## src/hw/rtl/acsp_pkg.sv

```systemverilog
package acsp_pkg;

    // Fixed field and state widths.
    localparam int CHAR_W        = 8;
    localparam int ACC_W         = 48;
    localparam int CODE_W        = 52;
    localparam int CFG_W         = 64;
    localparam int DIGIT_FIELD_W = 4;
    localparam int SYM_W         = 5;
    localparam int ERR_W         = 2;

    // Padded bus widths.
    localparam int S_TDATA_W = 8;
    localparam int M_TDATA_W = 56;

    // Default limits for the top-level parameters.
    localparam int LETTER_COUNT_DEF = 3;
    localparam int MAX_DIGITS_DEF   = 10;

    // Radix multipliers for the accumulator.
    localparam logic [ACC_W-1:0] RADIX_LETTER = ACC_W'(26);
    localparam logic [ACC_W-1:0] RADIX_DIGIT  = ACC_W'(10);

    // ASCII range bounds.
    localparam logic [CHAR_W-1:0] CHAR_UPPER_A = 8'h41;
    localparam logic [CHAR_W-1:0] CHAR_UPPER_Z = 8'h5A;
    localparam logic [CHAR_W-1:0] CHAR_LOWER_A = 8'h61;
    localparam logic [CHAR_W-1:0] CHAR_LOWER_Z = 8'h7A;
    localparam logic [CHAR_W-1:0] CHAR_ZERO    = 8'h30;
    localparam logic [CHAR_W-1:0] CHAR_NINE    = 8'h39;

    // Reset value of the reserved code register.
    localparam logic [CFG_W-1:0] INVALID_CODE_RST = '1;

    typedef enum logic [ERR_W-1:0] {
        ERR_NONE     = 2'd0,
        ERR_COUNT    = 2'd1,
        ERR_RESERVED = 2'd2
    } acsp_err_t;

    // Decoded character.
    typedef struct packed {
        logic             is_letter;
        logic             is_digit;
        logic [SYM_W-1:0] sym;
    } acsp_class_t;

    // One finished string.
    typedef struct packed {
        logic [CODE_W-1:0] packed_code;
        acsp_err_t         err;
    } acsp_result_t;

endpackage

```

## src/hw/rtl/acsp_char_class.sv

```systemverilog
module acsp_char_class
(
    input  logic [acsp_pkg::CHAR_W-1:0] char_code,
    output acsp_pkg::acsp_class_t       cls
);

    logic upper;
    logic lower;
    logic digit;

    // Range checks on the raw byte; bytes at or above 128 fall in no range.
    assign upper = (char_code >= acsp_pkg::CHAR_UPPER_A) && (char_code <= acsp_pkg::CHAR_UPPER_Z);
    assign lower = (char_code >= acsp_pkg::CHAR_LOWER_A) && (char_code <= acsp_pkg::CHAR_LOWER_Z);
    assign digit = (char_code >= acsp_pkg::CHAR_ZERO) && (char_code <= acsp_pkg::CHAR_NINE);

    // Symbol value relative to the start of its range.
    always_comb
    begin
        cls.is_letter = upper || lower;
        cls.is_digit  = digit;
        if (upper)
        begin
            cls.sym = acsp_pkg::SYM_W'(char_code - acsp_pkg::CHAR_UPPER_A);
        end
        else if (lower)
        begin
            cls.sym = acsp_pkg::SYM_W'(char_code - acsp_pkg::CHAR_LOWER_A);
        end
        else if (digit)
        begin
            cls.sym = acsp_pkg::SYM_W'(char_code - acsp_pkg::CHAR_ZERO);
        end
        else
        begin
            cls.sym = '0;
        end
    end

endmodule

```

## src/hw/rtl/acsp_fold.sv

```systemverilog
module acsp_fold
#(
    parameter int LETTER_COUNT = acsp_pkg::LETTER_COUNT_DEF,
    parameter int MAX_DIGITS   = acsp_pkg::MAX_DIGITS_DEF
)
(
    input  logic                       clk,
    input  logic                       rst_n,
    input  logic                       step,
    input  logic                       is_last,
    input  acsp_pkg::acsp_class_t      cls,
    input  logic [acsp_pkg::CFG_W-1:0] invalid_code,
    output acsp_pkg::acsp_result_t     result
);

    localparam int LW    = $clog2(LETTER_COUNT + 2);
    localparam int DW    = $clog2(MAX_DIGITS + 2);
    localparam int ACW   = acsp_pkg::ACC_W;
    localparam int DFW   = acsp_pkg::DIGIT_FIELD_W;
    localparam int CDW   = acsp_pkg::CODE_W;
    localparam int CFW   = acsp_pkg::CFG_W;
    localparam logic [LW-1:0] LETTER_LIM = LW'(LETTER_COUNT);
    localparam logic [DW-1:0] DIGIT_LIM  = DW'(MAX_DIGITS);

    logic [ACW-1:0] acc_reg;
    logic [ACW-1:0] acc_next;
    logic [ACW-1:0] acc_x10;
    logic [ACW-1:0] acc_x26;
    logic [LW-1:0]  lc_reg;
    logic [LW-1:0]  lc_next;
    logic [DW-1:0]  dc_reg;
    logic [DW-1:0]  dc_next;
    logic [CDW-1:0] code;
    logic           count_bad;

    // Radix products built from shifts: 10 = 8 + 2 and 26 = 10 + 16.
    assign acc_x10 = (acc_reg << 3) + (acc_reg << 1);
    assign acc_x26 = acc_x10 + (acc_reg << 4);

    // Saturating counts and the mixed-radix fold for this character.
    always_comb
    begin
        lc_next  = lc_reg;
        dc_next  = dc_reg;
        acc_next = acc_reg;
        if (cls.is_letter && (lc_reg <= LETTER_LIM))
        begin
            lc_next = lc_reg + LW'(1);
        end
        if (cls.is_digit && (dc_reg <= DIGIT_LIM))
        begin
            dc_next = dc_reg + DW'(1);
        end
        if ((cls.is_letter || cls.is_digit) && (lc_next <= LETTER_LIM) &&
            (dc_next <= DIGIT_LIM))
        begin
            acc_next = (cls.is_letter ? acc_x26 : acc_x10) + ACW'(cls.sym);
        end
    end

    // Final checks on the updated state.
    assign count_bad = (lc_next != LETTER_LIM) || (dc_next == '0) || (dc_next > DIGIT_LIM);
    assign code      = {acc_next, DFW'(dc_next) - DFW'(1)};

    always_comb
    begin
        if (count_bad)
        begin
            result.packed_code = '0;
            result.err         = acsp_pkg::ERR_COUNT;
        end
        else if (CFW'(code) == invalid_code)
        begin
            result.packed_code = '0;
            result.err         = acsp_pkg::ERR_RESERVED;
        end
        else
        begin
            result.packed_code = code;
            result.err         = acsp_pkg::ERR_NONE;
        end
    end

    // State registers; the last character of a string clears them.
    always_ff @(posedge clk or negedge rst_n)
    begin
        if (!rst_n)
        begin
            acc_reg <= '0;
            lc_reg  <= '0;
            dc_reg  <= '0;
        end
        else if (step)
        begin
            if (is_last)
            begin
                acc_reg <= '0;
                lc_reg  <= '0;
                dc_reg  <= '0;
            end
            else
            begin
                acc_reg <= acc_next;
                lc_reg  <= lc_next;
                dc_reg  <= dc_next;
            end
        end
    end

endmodule

```

## src/hw/rtl/accession_string_packer_core.sv

```systemverilog
// Path: the last character is held in the input register, then folded into the result
// register, which raises m_axis_tvalid; the result transfer can follow.
// Throughput: one character per cycle unless a last character waits; the fold of the state registers sets it.
// A last character waits in the input register only while an earlier result is not taken.
// Reset (rst_n, asynchronous, active low) clears the fold state, both valid flags, and
// sets the reserved code register to all ones.
module accession_string_packer_core
#(
    parameter int LETTER_COUNT = acsp_pkg::LETTER_COUNT_DEF,
    parameter int MAX_DIGITS   = acsp_pkg::MAX_DIGITS_DEF
)
(
    input  logic                           clk,
    input  logic                           rst_n,
    input  logic                           cfg_wr_en,
    input  logic [acsp_pkg::CFG_W-1:0]     cfg_wr_data,   // invalid_code
    input  logic                           s_axis_tvalid,
    output logic                           s_axis_tready,
    input  logic [acsp_pkg::S_TDATA_W-1:0] s_axis_tdata,  // [7:0] char_code
    input  logic                           s_axis_tlast,  // is_last
    output logic                           m_axis_tvalid,
    input  logic                           m_axis_tready,
    output logic [acsp_pkg::M_TDATA_W-1:0] m_axis_tdata,  // [51:0] packed_code, rest zero
    output logic [acsp_pkg::ERR_W-1:0]     m_axis_tuser   // [1:0] error_kind
);

    localparam int CDW = acsp_pkg::CODE_W;

    logic                          in_valid_reg;
    logic                          in_valid_next;
    logic [acsp_pkg::CHAR_W-1:0]   in_char_reg;
    logic                          in_last_reg;
    logic                          out_valid_reg;
    logic                          out_valid_next;
    logic [CDW-1:0]                out_code_reg;
    acsp_pkg::acsp_err_t           out_err_reg;
    logic [acsp_pkg::CFG_W-1:0]    invalid_code_reg;
    logic                          s_xfer;
    logic                          step;
    acsp_pkg::acsp_class_t         cls;
    acsp_pkg::acsp_result_t        result;

    // Reserved code register.
    always_ff @(posedge clk or negedge rst_n)
    begin
        if (!rst_n)
        begin
            invalid_code_reg <= acsp_pkg::INVALID_CODE_RST;
        end
        else if (cfg_wr_en)
        begin
            invalid_code_reg <= cfg_wr_data;
        end
    end

    // A character moves on unless it ends a string and the result slot is occupied and not being taken.
    assign step          = in_valid_reg && (!in_last_reg || !out_valid_reg || m_axis_tready);
    assign s_axis_tready = !in_valid_reg || step;
    assign s_xfer        = s_axis_tvalid && s_axis_tready;

    always_comb
    begin
        in_valid_next = in_valid_reg;
        if (s_xfer)
        begin
            in_valid_next = 1'b1;
        end
        else if (step)
        begin
            in_valid_next = 1'b0;
        end
    end

    always_comb
    begin
        out_valid_next = out_valid_reg;
        if (step && in_last_reg)
        begin
            out_valid_next = 1'b1;
        end
        else if (m_axis_tready)
        begin
            out_valid_next = 1'b0;
        end
    end

    // Valid flags.
    always_ff @(posedge clk or negedge rst_n)
    begin
        if (!rst_n)
        begin
            in_valid_reg  <= 1'b0;
            out_valid_reg <= 1'b0;
        end
        else
        begin
            in_valid_reg  <= in_valid_next;
            out_valid_reg <= out_valid_next;
        end
    end

    // Input payload register.
    always_ff @(posedge clk)
    begin
        if (s_xfer)
        begin
            in_char_reg <= s_axis_tdata[acsp_pkg::CHAR_W-1:0];
            in_last_reg <= s_axis_tlast;
        end
    end

    acsp_char_class u_class
    (
        .char_code (in_char_reg),
        .cls       (cls)
    );

    acsp_fold
    #(
        .LETTER_COUNT (LETTER_COUNT),
        .MAX_DIGITS   (MAX_DIGITS)
    )
    u_fold
    (
        .clk          (clk),
        .rst_n        (rst_n),
        .step         (step),
        .is_last      (in_last_reg),
        .cls          (cls),
        .invalid_code (invalid_code_reg),
        .result       (result)
    );

    // Result payload register.
    always_ff @(posedge clk)
    begin
        if (step && in_last_reg)
        begin
            out_code_reg <= result.packed_code;
            out_err_reg  <= result.err;
        end
    end

    assign m_axis_tvalid = out_valid_reg;
    assign m_axis_tdata  = acsp_pkg::M_TDATA_W'(out_code_reg);
    assign m_axis_tuser  = out_err_reg;

`ifndef SYNTHESIS
    // An error result always carries a zero code.
    assert property (@(posedge clk) disable iff (!rst_n)
        (out_valid_reg && (out_err_reg != acsp_pkg::ERR_NONE)) |-> (out_code_reg == '0))
        else $error("error result with nonzero code");

    // A good result holds a digit count within the limit.
    assert property (@(posedge clk) disable iff (!rst_n)
        (out_valid_reg && (out_err_reg == acsp_pkg::ERR_NONE))
        |-> (out_code_reg[acsp_pkg::DIGIT_FIELD_W-1:0] < acsp_pkg::DIGIT_FIELD_W'(MAX_DIGITS)))
        else $error("digit field out of range");

    // A result only appears after the last character of a string advanced.
    assert property (@(posedge clk) disable iff (!rst_n)
        $rose(out_valid_reg) |-> $past(step && in_last_reg))
        else $error("result without a last character");
`endif

endmodule

```

## config.mk

```make
export PLATFORM = sky130hd
export DESIGN_NAME = accession_string_packer_core
export DESIGN_NICKNAME = d
export VERILOG_FILES = /design/src/hw/rtl/acsp_pkg.sv /design/src/hw/rtl/acsp_char_class.sv /design/src/hw/rtl/acsp_fold.sv /design/src/hw/rtl/accession_string_packer_core.sv
export SDC_FILE = /design/constraint.sdc
export NUM_CORES = 1
export LEC_CHECK = 0
export BUFFER_PORTS_ARGS = -buffer_cell sky130_fd_sc_hd__buf_2
export CELL_PAD_IN_SITES_DETAIL_PLACEMENT = 0
export CELL_PAD_IN_SITES_GLOBAL_PLACEMENT = 1
export CORE_ASPECT_RATIO = 0.7
export CORE_MARGIN = 8
export CORE_UTILIZATION = 43
export DETAILED_ROUTE_END_ITERATION = 10
export GPL_TIMING_DRIVEN = 0
export PLACE_DENSITY_LB_ADDON = 0.05
export RECOVER_POWER = 100
export REMOVE_ABC_BUFFERS = 1
export SYNTH_ARGS = -nofsm -noshare
export SYNTH_HDL_FRONTEND = slang
export SYNTH_SLANG_ARGS = --single-unit
```

## constraint.sdc

```tcl
create_clock -name clk -period 7.65 [get_ports clk]
set_clock_uncertainty 0.2 [all_clocks]
set_input_delay 0.3825 -clock clk [delete_from_list [all_inputs] [get_ports clk]]
set_output_delay 0.3825 -clock clk [all_outputs]
set_load 0.03 [all_outputs]
```

# Yosys cells after proc, flatten, opt, wreduce, memory -nomap -nowiden
# Index checks and enable logic that the tools add are counted.
[totals]
input_bits = 78
wordCells = 71
out_inout_bits = 60
register_bits = 184
[op_classes]
reduce_logical = 24
n_lt_le_gt_ge = 11
eq_ne = 2
n_mux = 15
add_sub_neg = 9
[ops]
columns = ["cell", "count"]
rows = [
  ["2-to-1 mux 48 bit", 3],
  ["adder 48 bit", 2],
  ["equality test 52 x 64 -> 1 bit", 1],
  ["adder 48 x 5 -> 48 bit", 1],
  [">= comparator 8 x 7 -> 1 bit (second input constant)", 2],
  ["<= comparator 8 x 7 -> 1 bit (second input constant)", 2],
  ["2-to-1 mux 5 bit", 3],
  ["logical AND 1 bit", 10],
  ["subtractor 5 x 1 -> 5 bit (second input constant)", 2],
  [">= comparator 8 x 6 -> 1 bit (second input constant)", 1],
  ["<= comparator 4 bit (second input constant)", 2],
  ["<= comparator 8 x 6 -> 1 bit (second input constant)", 1],
  ["2-to-1 mux 4 bit", 2],
  ["logical OR 1 bit", 7],
  ["<= comparator 3 x 2 -> 1 bit (second input constant)", 2],
  ["2-to-1 mux 3 bit", 2],
  ["subtractor 5 bit (second input constant)", 1],
  ["adder 4 x 1 -> 4 bit (second input constant)", 1],
  ["greater-than comparator 4 bit (second input constant)", 1],
  ["logical NOT 4 bit", 1],
  ["2-to-1 mux 1 bit", 4],
  ["nonzero test 2 bit", 2],
  ["subtractor 4 x 1 -> 4 bit (second input constant)", 1],
  ["adder 3 x 1 -> 3 bit (second input constant)", 1],
  ["other kinds (4)", 6],
]

# Depth between registers and ports, before layout
[depth]
word_depth = 11
mapped_depth = 32
mapped_depth_nobuf = 27

# By module
# From an unflattened synthesis, not the netlist that was laid out.
[hier_totals]
cells_unflattened = 2183
area_unflattened_um2 = 18811.8
[by_module_without_submodules]
columns = ["module", "instances", "seq_area_each_um2", "cells_each", "area_per_inst_um2"]
rows = [
  ["acsp_fold", 1, 1376.3, 1932, 13745.7],
  ["accession_string_packer_core", 1, 3623.5, 213, 4783.3],
  ["acsp_char_class", 1, 0.0, 38, 282.8],
]

# Worst setup path before layout
# Ideal clock, no wire load.
[synth_timing]
path_type = "register to register"
startpoint = "reg in_char_reg[0] (netlist bit)"
endpoint = "reg out_code_reg[50] (data pin)"
path_buffers = 7
synth_period_minus_slack_ns = 7.478
path_slack_ns = 0.172
stages_incl_launch_ff = 31
setup_time_ns = 0.271
t_arrival_ns = 7.007
required_ns = 7.179
cell_sequence = "edfxtp_1 inv_1 ha_1 or3b_1 buf_2 o221ai_2 buf_2 buf_2 buf_1 buf_1 buf_1 o21ai_0 nand2_1 o21ai_0 ha_1 nor2b_1 o21ai_0 nand2b_1 nand2_1 a2111oi_2 or4b_4 or2_4 nor3_4 nand4_1 nor4_1 xnor3_1 nand3_1 or4_4 a2111oi_4 buf_6 a211oi_1"
[synth_between]
elab_chain_len = 11
word_cells_on_any_way = 36
classes_between = "5 x add/sub; 9 x order compare; 2 x eq/ne; 7 x mux; 13 x reduce/logical"
[synth_lines]
columns = ["item", "line", "source"]
rows = [
  ["from (decl)", "accession_string_packer_core.sv:31", "logic [acsp_pkg::CHAR_W-1:0] in_char_reg;"],
  ["from (signal assigned)", "accession_string_packer_core.sv:107", "in_char_reg <= s_axis_tdata[acsp_pkg::CHAR_W-1:0];"],
  ["branches (longest 11 deep; another with adder 48 x 5 -> 48 bit)", "--", ""],
  ["to (signal assigned)", "accession_string_packer_core.sv:139", "out_code_reg <= result.packed_code;"],
  ["to (decl)", "accession_string_packer_core.sv:35", "logic [CDW-1:0] out_code_reg;"],
]
# Parallel ways; which one is timed is not known.
# A chain may end at the register's enable or synchronous reset.

# Worst setup path in the final report
[layout_timing]
startpoint = "reg u_fold.acc_reg[2]"
endpoint = "reg out_code_reg[21] (data pin)"
[layout_between]
elab_chain_len = 7
[layout_lines]
columns = ["item", "line", "source"]
rows = [
  ["from (decl)", "acsp_fold.sv:25", "logic [ACW-1:0] acc_reg;"],
  ["from (signal assigned)", "acsp_fold.sv:103", "acc_reg <= acc_next;"],
  ["adder 48 bit", "acsp_fold.sv:37", "assign acc_x10 = (acc_reg << 3) + (acc_reg << 1);"],
  ["adder 48 bit", "acsp_fold.sv:38", "assign acc_x26 = acc_x10 + (acc_reg << 4);"],
  ["2-to-1 mux 48 bit", "acsp_fold.sv:57", "acc_next = (cls.is_letter ? acc_x26 : acc_x10) + ACW'(cls.sym);"],
  ["adder 48 x 5 -> 48 bit", "acsp_fold.sv:57", ""],
  ["2-to-1 mux 48 bit *", "acsp_fold.sv:54", "if ((cls.is_letter || cls.is_digit) && (lc_next <= LETTER_LIM) &&"],
  ["equality test 52 x 64 -> 1 bit", "acsp_fold.sv:72", "else if (CFW'(code) == invalid_code)"],
  ["OR reduction 2 bit (no line)", "--", ""],
]
# Every way passes the cells marked *; elsewhere a longest branch is shown, timed or not.

==> flow_metrics.py <==
metrics = {
    "grt": {
        "antenna_found_initial": 0,
        "grt_overflow": 0,
        "grt_max_degree": 97,
        "track_usage_pct": 28.5,
        "grt_pass1_wl_um": 105000,
        "first_global_vias": 16900,
    },
    "power_and_ir_drop": {
        "power_density_nw_per_um2": 130,
        "ir_worst_vdd_v": 0.000150,
        "power.leakage_nw": 8.74,
    },
    "floorplanning": {
        "core-area_um2": 39900,
        "io_pins": 138,
        "start_util_pct": 43.8,
        "die_h_um": 185,
        "placement_rows": 61,
        "die_area_um2": 47500,
        "die_x_um": 257,
    },
    "routing": {
        "wire_per_inst_um": 24.8,
        "finalWirelength_um": 71000,
        "dr.first_iter.drc_count": 1923,
        "drc": 0,
        "ant_nets": 0,
        "drtPass1Iterations": 7,
        "via_per_inst": 6.29,
        "route.vias.total": 18000,
    },
    "finish": {
        "drive_gt1_share_pct": 27.6,
        "area_growth_pct": 28.4,
        "layout_common_cells": "nand2_1, nor2_1, a21oi_1",
        "final_nets": 2496,
        "final_common_cell": "nand2_1",
        "design_area_um2": 22400,
        "instances_no_fill": 2864,
        "largest_reg_flops": 64,
        "finalCoreUtilization_pct": 56.2,
    },
    "sta": {
        "rsz0062_at_grt": "true",
        "fmax_ghz": 0.131,
        "setup_viol": 0,
        "timing_worst_slew_pin_value_ns": 4.34,
        "fin_crit_ns": 7.63,
        "finalCritPeriodShare_pct": 99.7,
        "max_slew_margin_pct": -189,
        "hold_viol": 0,
        "slew_violations": 285,
    },
    "worst_setup_path": {
        "cpLargestDelayFamily": "simple AND/OR/NAND/NOR gates",
        "path_buf_inv": 5,
        "slowest_stage": "or4_4",
        "start_kind": "flop",
        "critical_path_class": "reg -> reg",
        "crit_path_max_incr_delay_ns": 0.51,
        "crit_path_end_kind": "flop",
        "cp_data_required_time_ns": 7.64,
        "cp_max_fo": 8,
        "crit_arrival_ns": 7.61,
    },
    "logic_synthesis": {
        "synth_compound_area_share_pct": 23.0,
        "yosys.area_share.simple_pct": 21.5,
        "synthAdderAreaFrac_pct": 7.50,
        "synthCells": 2055,
        "syn-cell-area_um2": 17500,
        "synth_top_family_by_area": "compound AO/OA/AOI/OAI gates",
        "synth-seq-area-share_pct": 28.6,
        "muxShareOfSynthArea_pct": 6.62,
        "synth-xor-area-share_pct": 9.06,
        "synth_edf_count": 63,
        "yosys_warnings": 0,
        "synth_top_flop_cell": "dfstp_2",
        "avgSynthCellArea_um2": 8.50,
        "yosysUniqueCellTypes": 104,
        "synth-seq-cells": 184,
        "synthArstFlopShare_pct": 65.8,
    },
    "flow_run": {
        "drv_cap": 6,
    },
    "hold_path": {
        "worstHoldPathType": "in -> reg",
    },
    "placed_design": {
        "dp_hpwl_um": 54100,
        "place_area_um2": 18700,
        "place_congestion": 0.980,
        "dp_cells": 2644,
        "portBuffers": 133,
    },
    "clocking": {
        "htreeDepth": 4,
        "cts.sinks": 184,
        "clk_root_buffer_cell": "clkbuf_16",
        "clockBufferDepth": 2,
        "clock_latency_ns": 0.45,
        "numCtsBuffers": 17,
        "cts_tree": "done",
        "clkTransAtPathRegs_ns": 0.07,
    },
    "status": {
        "violations": "max-capacitance violations, max-slew violations",
        "status": "finished with violations",
    },
}
where the power goes:
group	internal [mW]	leakage [nW]	switching, mW
combinational	0.325	6.40	0.488
clock	0.470	0.296	0.437
sequential	1.11	2.04	0.0831
total	1.90	8.74	1.01
per-stage QoR:
| stage | setup TNS (ns) | power (mW) | setup slack (ns) | hold WS [ns] |
|---|---|---|---|---|
| floorplan | -99.99 | 1.62 | -2.08 | -0.113 |
| global placement | -524.26 | 1.87 | -8.44 | 0.307 |
| detailed placement | -144.60 | 1.89 | -2.90 | 0.0752 |
| CTS | 0 | 2.87 | 0.000251 | 0.00224 |
| global route | -5.99 | 3.03 | -0.185 | 0.0208 |
| finish | 0 | 2.91 | 0.0240 | 0.0274 |
timing repair:
action	CTS	global route
setup buffers	58	52
endpoints found under the hold margin	97	1
pin swaps	47	71
gates resized for setup	189	146
cloned	0	2
setup endpoints to repair	68	53
hold buffers	73	1
cell type report:
class / count / area [µm²]
Antenna cell: 1 / 2.50
Clock inverter: 13 / 115
Clock buffer: 19 / 475
Inverter: 38 / 146
Fill cell: 3694 / 17500
Sequential cell: 184 / 5020
Tap cell: 535 / 669
Multi-Input combinational cell: 1727 / 13400
Timing Repair Buffer: 347 / 2580
logic make-up (layout without fill, tap and decap cells):
group                    count (synthesis)  in the layout
multiplexers                           107            107
flip-flops                             184            184
other                                    1              5
buffers and inverters                  147            417
XOR/XNOR                               176            176
AND/OR/NAND/NOR                        747            747
adder cells (fa/ha/maj)                103            103
AO/OA/AOI/OAI                          590            590
layer usage:
metal	GRT usage, %	up-vias	share of wire, %
met5	0	-	0
met4	4.79	0	1.4
met3	5.29	77	9.7
met2	40.4	821	40
met1	44.5	8887	49
li1	-	8242	-
worst register-to-register path, delay by kind of cell, from the launching register on:
kind / cells / cell delay [ns]
and+or+nand+nor: 11 / 2.64
AOI/OAI and AO/OA: 9 / 2.28
adders and majority gates: 2 / 0.85
buffers and inverters: 5 / 0.76
DFF: 1 / 0.48
xor gates and xnor gates: 1 / 0.16
synth_stat cells, types with 38 or more instances:
library cell	n	share of area (%)
mux2_2	68	4.4
a21o_1	44	1.9
nor3_1	79	2.3
nor2_1	160	3.4
nand2_1	213	4.6
inv_1	38	0.82
dfrtp_1	57	8.2
edfxtp_1	63	11
a21oi_1	144	4.1
clkbuf_1	71	1.5
nand3_1	43	1.2
o21ai_0	112	3.2
xor2_1	74	3.7
mux2i_1	38	2.2
xnor2_1	99	5.0
nand4_1	60	2.1
ha_1	100	7.2
dfstp_2	64	9.6
worst paths after layout:
| check | startpoint | to | slack (ns) | depth (start not counted) |
|---|---|---|---|---|
| max in group asynchronous | rst_n | u_fold.acc_reg[0] | 1.16 | 3 |
| hold / removal | cfg_wr_data[29] | invalid_code_reg[29] | 0.03 | 2 |
| min in group asynchronous | rst_n | u_fold.acc_reg[45] | 0.70 | 2 |
| hold reg to reg | u_fold.acc_reg[47] | u_fold.acc_reg[47] | 0.34 | 2 |
| setup reg to reg | u_fold.acc_reg[2] | out_code_reg[21] | 0.02 | 28 |
| setup / recovery | u_fold.acc_reg[2] | out_code_reg[21] | 0.02 | 28 |
(Power assumes the default switching activity.)
